$ cat src/design/lbs_pkg.sv
// Shared types and constants for the longest bitonic subsequence core.
// Holds the input and result transfer structs and the engine status struct.
// No dependencies.
package lbs_pkg;

  localparam int MAX_LEN_DEF = 1024;
  localparam int SAMPLE_W    = 32;
  localparam int LENGTH_W    = 11;

  typedef struct packed {
    logic signed [SAMPLE_W-1:0] sample_value;
    logic                       last_item;
  } item_t;

  typedef struct packed {
    logic [LENGTH_W-1:0] bitonic_length;
    logic                overflow;
  } result_t;

  typedef struct packed {
    logic busy;
    logic finish;
  } lbs_stat_t;

endpackage

$ cat src/design/lbs_engine.sv
// Dynamic programming sequencer for the longest bitonic subsequence.
// Streams the value and length memories, writes rise and fall lengths back.
// Depends on lbs_pkg for constants and the status struct.
module lbs_engine #(
  parameter int MAX_LEN = lbs_pkg::MAX_LEN_DEF,
  localparam int AW = $clog2(MAX_LEN),
  localparam int CW = $clog2(MAX_LEN + 1)
) (
  input  logic                      clk,
  input  logic                      rst,
  input  logic                      go,
  input  logic [CW-1:0]             n_in,
  output logic [AW-1:0]             rd_addr,
  input  logic [lbs_pkg::SAMPLE_W-1:0] val_rdata,
  input  logic [2*CW-1:0]           len_rdata,
  output logic                      len_we,
  output logic [AW-1:0]             len_waddr,
  output logic [2*CW-1:0]           len_wdata,
  output logic [CW:0]               best,
  output lbs_pkg::lbs_stat_t        stat
);
  import lbs_pkg::*;

  typedef enum logic [3:0] {
    ST_IDLE  = 4'b0001,
    ST_HEAD  = 4'b0010,
    ST_SCAN  = 4'b0100,
    ST_WRITE = 4'b1000
  } eng_state_t;

  eng_state_t               state;
  logic                     finish;
  logic                     fall;
  logic                     pend;
  logic                     head_pend;
  logic [CW-1:0]            n;
  logic [CW-1:0]            o;
  logic [CW-1:0]            j;
  logic [CW-1:0]            acc;
  logic [CW-1:0]            rise_o;
  logic signed [SAMPLE_W-1:0] vo;

  logic [CW-1:0] jend;
  logic          issue;
  logic [CW-1:0] len_j;
  logic [CW-1:0] cand;
  logic          hit;
  logic [CW:0]   sum;

  assign jend      = fall ? n : o;
  assign issue     = (state == ST_SCAN) && (j != jend);
  assign rd_addr   = (state == ST_HEAD) ? o[AW-1:0] : j[AW-1:0];
  assign len_j     = fall ? len_rdata[CW-1:0] : len_rdata[2*CW-1:CW];
  assign cand      = len_j + 1'b1;
  assign hit       = pend && ($signed(val_rdata) < vo) && (cand > acc);
  assign sum       = {1'b0, rise_o} + {1'b0, acc} - 1'b1;
  assign len_we    = (state == ST_WRITE);
  assign len_waddr = o[AW-1:0];
  assign len_wdata = fall ? {rise_o, acc} : {acc, {CW{1'b0}}};
  assign stat.busy   = (state != ST_IDLE);
  assign stat.finish = finish;

  always_ff @(posedge clk) begin
    if (rst) begin
      state     <= ST_IDLE;
      finish    <= 1'b0;
      pend      <= 1'b0;
      head_pend <= 1'b0;
    end else begin
      finish <= 1'b0;
      case (state)
        ST_IDLE: begin
          if (go) begin
            n     <= n_in;
            o     <= '0;
            fall  <= 1'b0;
            best  <= '0;
            state <= ST_HEAD;
          end
        end
        ST_HEAD: begin
          head_pend <= 1'b1;
          pend      <= 1'b0;
          acc       <= CW'(1);
          j         <= fall ? o + 1'b1 : '0;
          state     <= ST_SCAN;
        end
        ST_SCAN: begin
          pend      <= issue;
          head_pend <= 1'b0;
          if (issue) begin
            j <= j + 1'b1;
          end
          if (head_pend) begin
            vo     <= $signed(val_rdata);
            rise_o <= len_rdata[2*CW-1:CW];
          end
          if (hit) begin
            acc <= cand;
          end
          if (!issue && !pend && !head_pend) begin
            state <= ST_WRITE;
          end
        end
        ST_WRITE: begin
          state <= ST_HEAD;
          if (fall) begin
            if (sum > best) begin
              best <= sum;
            end
            if (o == '0) begin
              finish <= 1'b1;
              state  <= ST_IDLE;
            end else begin
              o <= o - 1'b1;
            end
          end else if (o == n - 1'b1) begin
            fall <= 1'b1;
          end else begin
            o <= o + 1'b1;
          end
        end
        default: begin
          state <= ST_IDLE;
        end
      endcase
    end
  end

`ifndef SYNTHESIS
  a_outer_in_range: assert property (@(posedge clk) disable iff (rst)
    (state != ST_IDLE) |-> (o < n))
    else $error("outer index beyond sequence length");
  a_acc_bounded: assert property (@(posedge clk) disable iff (rst)
    (state == ST_WRITE) |-> (acc >= CW'(1) && acc <= n))
    else $error("run length out of range");
  a_finish_pulse: assert property (@(posedge clk) disable iff (rst)
    finish |=> !finish)
    else $error("finish held for more than one cycle");
  a_best_bounded: assert property (@(posedge clk) disable iff (rst)
    finish |-> (best <= {1'b0, n} && best != '0))
    else $error("bitonic length outside one to sequence length");
`endif

endmodule

$ cat config.mk
export PLATFORM = sky130hd
export DESIGN_NAME = lbs_engine
export DESIGN_NICKNAME = d
export VERILOG_FILES = /design/src/design/lbs_pkg.sv /design/src/design/lbs_engine.sv
export SDC_FILE = /design/constraint.sdc
export NUM_CORES = 1
export LEC_CHECK = 0
export BUFFER_PORTS_ARGS = -buffer_cell sky130_fd_sc_hd__buf_4
export CORE_ASPECT_RATIO = 1.4
export CORE_MARGIN = 2
export CORE_UTILIZATION = 58
export CTS_BUF_LIST = sky130_fd_sc_hd__clkbuf_8 sky130_fd_sc_hd__clkbuf_16
export DETAILED_ROUTE_END_ITERATION = 6
export GPL_ROUTABILITY_DRIVEN = 1
export PLACE_DENSITY_LB_ADDON = 0.05
export SLEW_MARGIN = 40
export SYNTH_ARGS = -nofsm -noshare
export SYNTH_HDL_FRONTEND = slang
export SYNTH_SLANG_ARGS = --single-unit
$ cat constraint.sdc
create_clock -name clk -period 6.22 [get_ports clk]
set_input_delay 1.244 -clock clk [delete_from_list [all_inputs] [get_ports clk]]
set_output_delay 1.244 -clock clk [all_outputs]
set_load 0.03 [all_outputs]
; After elaboration in Yosys (flattened, before gate mapping)
; Cells that the tools add are included.
[classes]
n_addsub = 7
eq_ne = 15
n_mux = 30
n_bitwise = 3
n_reduce_logical = 20
magnitude_cmp = 3
[ops]
columns = operator, count
row1 = $mux 11, 9
row2 = $pmux 11 s2, 3
row3 = $mux 12, 3
row4 = $add 11x1->11 const B, 3
row5 = $lt 32x32->1, 1
row6 = $pmux 12 s2, 1
row7 = $mux 22, 1
row8 = $sub 11x1->11 const B, 2
row9 = $pmux 4 s4, 1
row10 = $reduce_and 3->1, 5
row11 = $add 11x11->12, 1
row12 = $gt 12x12->1, 1
row13 = $sub 12x1->12 const B, 1
row14 = $eq 11x11->1, 1
row15 = $gt 11x11->1, 1
row16 = $logic_not 11->1, 1
row17 = $ne 11x11->1, 1
row18 = $mux 10, 1
row19 = $reduce_and 5->1, 2
row20 = $mux 4, 2
row21 = $ne 2x1->1 const B, 3
row22 = $ne 2x2->1 const B, 3
row23 = $ne 3x3->1 const B, 2
row24 = $pmux 1 s2, 3
row25 = other kinds (13), 26
[word_totals]
reg_bits = 107
out_inout_bits = 57

; Depth between registers and ports, before layout
[logic_depth]
depth_word = 8
ltp_mapped = 18
mapped_depth_nobuf = 17

; Worst setup path after synthesis
; No wires, ideal clock.
[synth_path]
kind = register -> register
from = reg fall
to = reg acc[0] (enable)
setup_slack_ps = 1744
period_less_slack_ps = 4476
arrival_ps = 4094
setup_time_ps = 382
required_ps = 5838
n_path_buf = 5
path_stages_with_launch = 19
cell_sequence = edfxtp_1 > clkbuf_1 > buf_2 > buf_2 > buf_1 > buf_2 > mux2_2 > ha_1 > a21boi_0 > and2_1 > nand3_1 > xor2_1 > ha_1 > nand4_1 > or3_1 > and3_1 > o311a_1 > o31ai_1 > a21oi_1
[synth_via]
elab_chain_len = 6
[synth_lines]
columns = item, line
row1 = start: declaration, lbs_engine.sv:33  ; logic fall;
row2 = start signal: assignment, lbs_engine.sv:76  ; fall <= 1'b0;
row3 = start signal: assignment, lbs_engine.sv:118  ; fall <= 1'b1;
row4 = $mux 11, lbs_engine.sv:53  ; assign len_j = fall ? len_rdata[CW-1:0] : len_rdata[2*CW-1:CW];
row5 = $add 11x1->11, lbs_engine.sv:54  ; assign cand = len_j + 1'b1;
row6 = net cand[10], lbs_engine.sv:46  ; logic [CW-1:0] cand;
row7 = $gt 11x11->1, lbs_engine.sv:55  ; assign hit = pend && ($signed(val_rdata) < vo) && (cand > acc);
row8 = $logic_and 1x1->1, lbs_engine.sv:55
row9 = $ne 2x2->1 (no line), --
row10 = $reduce_and 3->1 (no line), --
row11 = end signal: assignment, lbs_engine.sv:99  ; acc <= cand;
row12 = end: declaration, lbs_engine.sv:39  ; logic [CW-1:0] acc;
; The timed path passes the listed nets, and every way through them passes these cells.
; A chain may end at the register's enable or synchronous reset.

; Final worst setup path
[layout_path]
from = reg fall
to = reg acc[2] (enable)
; The elaborated chain is that of the path after synthesis.

==> summary.md <==
| Metric | Value |
|---|---|
| Total number of vias | 5947 |
| Area of the multi-input gates | 0.003918 mm² |
| Final setup vio count | 0 |
| Drt total wl | 17990 µm |
| Complex-gate fraction of the synthesized area | 0.1060 |
| Number of global-route vias before repair | 5908 |
| Post-synthesis mux area share | 0.04396 |
| Die Span Y | roughly 140 µm |
| Fill cells | 1026 |
| Clk pwr share | 0.365 |
| All-Layer GR Usage | 0.2569 |
| Skew final | between 0.006 and 0.007 ns |
| Mapped Cells | 770 |
| Synthesized area | 0.007627 mm² |
| Post-Syn Nets | 919 |
| Final Hold Viols | 0 |
| Yosys reg bits | 107 |
| Switching pwr | 0.0004167 W |
| Leakage | 3.845 nW |
| Top Metal Used | met4 |
| Worst VDD drop | 0.1284 mV |
| Post-synth EDFFs | 100 |
| Setup Crit Path Kind | reg -> reg |
| Xor and xnor area share after synthesis | 0.08038 |
| # nets final | slightly above 1k |
| First-pass GRT wire length | 28460 µm |
| Area delta synth->final | 16.67% |
| DP HPWL | 13850 µm |
| Simple logic cell fraction of the synthesized area | 0.1475 |
| Row count | 49 |
| Post-CTS resize count | 0 |
| Synth cell types | 57 |
| Largest family of logic cells by synthesized area | simple AND/OR/NAND/NOR gates |
| Slew Viols, Final | 0 |
| Max-Cap Viols | 0 |
| Final period util | 0.6728 |
| Fmax | 239.0 MHz |
| Initial core utilization | 0.5924 |
| Gpl congestion | 0.8967 |
| Seq/Total Area, Yosys | 0.4121 |
| Setup crit end kind | flop |
| Clock transition at path regs | 0.08 ns |
| CTS tree | built |
| DR pass1 iterations | 4 |
| Synth area leaders | edfxtp_1, ha_1, xnor2_1, inv_1, xor2_1 |
| Post-DRT Antenna Nets | 0 |
| DRT iter0 DRCs | 235 |
| Die ar. | between 0.01 and 0.015 mm² |
| Avg Cell Area, Syn | just under 10 µm² |
| Ys flop type | edfxtp_1 |
| Register share of total power | 0.500 |
| Synth Area in Adders | 0.1339 |
| Vias per inst | 5.796 |
| Pwr dens | roughly 180 mW/mm² |
| Relative slew slack | 0.4777 |
| # port buffers | approximately 120 |
| Layout cell share with drive strength beyond 1 | 0.1924 |
| CP Data Required Time | roughly 6.2 ns |
| Critical Path AT | 4.17 ns |
| Clock Root Buffer | clkbuf_16 |
| DRC | 0 |
| Setup total negative slack | 0 ns |
| Die W | between 100 and 150 µm |
| Most common library cells after synthesis | edfxtp_1, inv_1, ha_1 |
| Post-synth top area cell | edfxtp_1 |
| RSZ-0062 raised after global routing | no |
| I/O pin count | roughly 130 |
| Synth top area share | 0.3937 |
| Largest net degree at the start of global routing | 75 |
| Clk_lat worst skew | 0.35 ns |
| # Post-CTS Setup Buffers | 0 |
| Asr flop ratio synth | 0 |
| Status | finished, final reports clean |
| Dominant cell by count in the synthesized netlist | edfxtp_1 |
| Met1 WL | 7351 µm |
| # hold bufs at CTS | 0 |
| Met3 WL | approximately 750 µm |
| Remaining Overflow, GRT | 0 |
| Gate power share | 0.135 |
| Yosys warnings | 0 |
| Crit-path max FO | 74 |
| Startpoint types | flop |
| Max clock buf depth | 2 |
| Initial antenna violation count | 0 |
| Worst-Margin Slew | 0.7834 ns |
| Switching share of power | 0.2546 |
| Hold Crit Class | reg -> reg |
| Placed inst area | 0.008582 mm² |
| Placeable Area | 0.01287 mm² |
| Int Pwr | 0.001220 W |
| Total CTS buffers | 9 |
| Final Critical Period | 4.185 ns |
| FF+latch area | approximately 0.0031 mm² |
| Met2 wire len | about 9400 µm |
| Sink Count | 107 |
| H-tree levels | 3 |
| Design area | 0.008899 mm² |
| # diodes | 0 |
| Routed len/inst | 17.54 µm |
==> cell usage in the layout, fill, tap and decap left out, types with 20 or more instances in the layout <==
master and n:
ha_1 80, o21ai_0 23, edfxtp_1 100, a21oi_1 24
inv_1 98, xor2_1 25, nand2_1 45, xnor2_1 45
and2_1 25, mux2i_1 20, nand3_1 28, buf_4 129
nor2_1 42
==> worst paths after layout <==
kind                                              from                endpoint  slack [ns]  cells past startpoint
worst min-delay path            head_pend$_SDFFE_PP0P_  head_pend$_SDFFE_PP0P_        0.52                      2
worst max-delay path                fall$_SDFFCE_PN0P_    acc[2]$_SDFFCE_PN0P_        2.04                     14
worst min register to register  head_pend$_SDFFE_PP0P_  head_pend$_SDFFE_PP0P_        0.52                      2
worst max register to register      fall$_SDFFCE_PN0P_    acc[2]$_SDFFCE_PN0P_        2.04                     14
==> routing by layer <==
metal | up-vias | GRT usage
met5 | - | 0
met4 | 0 | 0.1031
met3 | 38 | 0.03516
met2 | 184 | 0.4621
met1 | 2825 | 0.3038
li1 | 2900 | -
==> worst max-delay path, stage by stage, from the launching register on <==
cell	delay [ns]
edfxtp_1	0.41
buf_4	0.66
mux2_2	0.29
ha_1	0.18
a21boi_0	0.29
and2_1	0.24
nand3_1	0.10
xor2_1	0.24
ha_1	0.30
nand4_1	0.09
or3_1	0.10
and3_1	0.19
o311a_1	0.17
o31ai_1	0.08
a21oi_2	0.47
==> metrics by stage <==
step	worst slack [ns]	total power (W)	utilization	cells	hold slack [ns]
global placement	1.682	0.001045	0.6660	1010	0.4822
CTS	2.018	0.001648	0.6907	1026	0.5249
finish	2.035	0.001637	0.6912	1026	0.5192
floorplan	1.744	0.0009643	-	770	0.4645
global route	1.715	0.001698	0.6912	1026	0.5877
detailed placement	1.837	0.001052	0.6666	1010	0.5173
==> final cells by class <==
class	instances	share of cell area
Timing Repair Buffer	129	0.1088
Tap cell	153	0.02151
Clock inverter	7	0.009561
Inverter	98	0.04134
Clock buffer	9	0.02531
Sequential cell	107	0.3532
Multi-Input combinational cell	523	0.4402
==> cell families after synthesis <==
logic type               count (synthesis)
AO/OA/AOI/OAI                          120
flip-flops                             107
multiplexers                            32
buffers and inverters                  140
AND/OR/NAND/NOR                        220
adder cells (fa/ha/maj)                 81
XOR/XNOR                                70
==> power groups by stage <==
stage / Combinational (W) / Sequential (W) / Clock, W
finish: 0.000220 / 0.000818 / 0.000598
floorplan: 0.000135 / 0.000829 / 0
global placement: 0.000211 / 0.000833 / 0
detailed placement: 0.000218 / 0.000834 / 0
CTS: 0.000220 / 0.000817 / 0.000611
global route: 0.000240 / 0.000820 / 0.000638
==> state kept, by name, indices dropped and copies added, names as in the netlist <==
| name | flops |
|---|---|
| state | 4 |
| acc | 11 |
| head_pend | 1 |
| j | 11 |
| o | 11 |
| finish | 1 |
| vo | 32 |
| n | 11 |
| rise_o | 11 |
| best | 12 |
| pend | 1 |
| fall | 1 |
(Power assumes the default switching activity.)
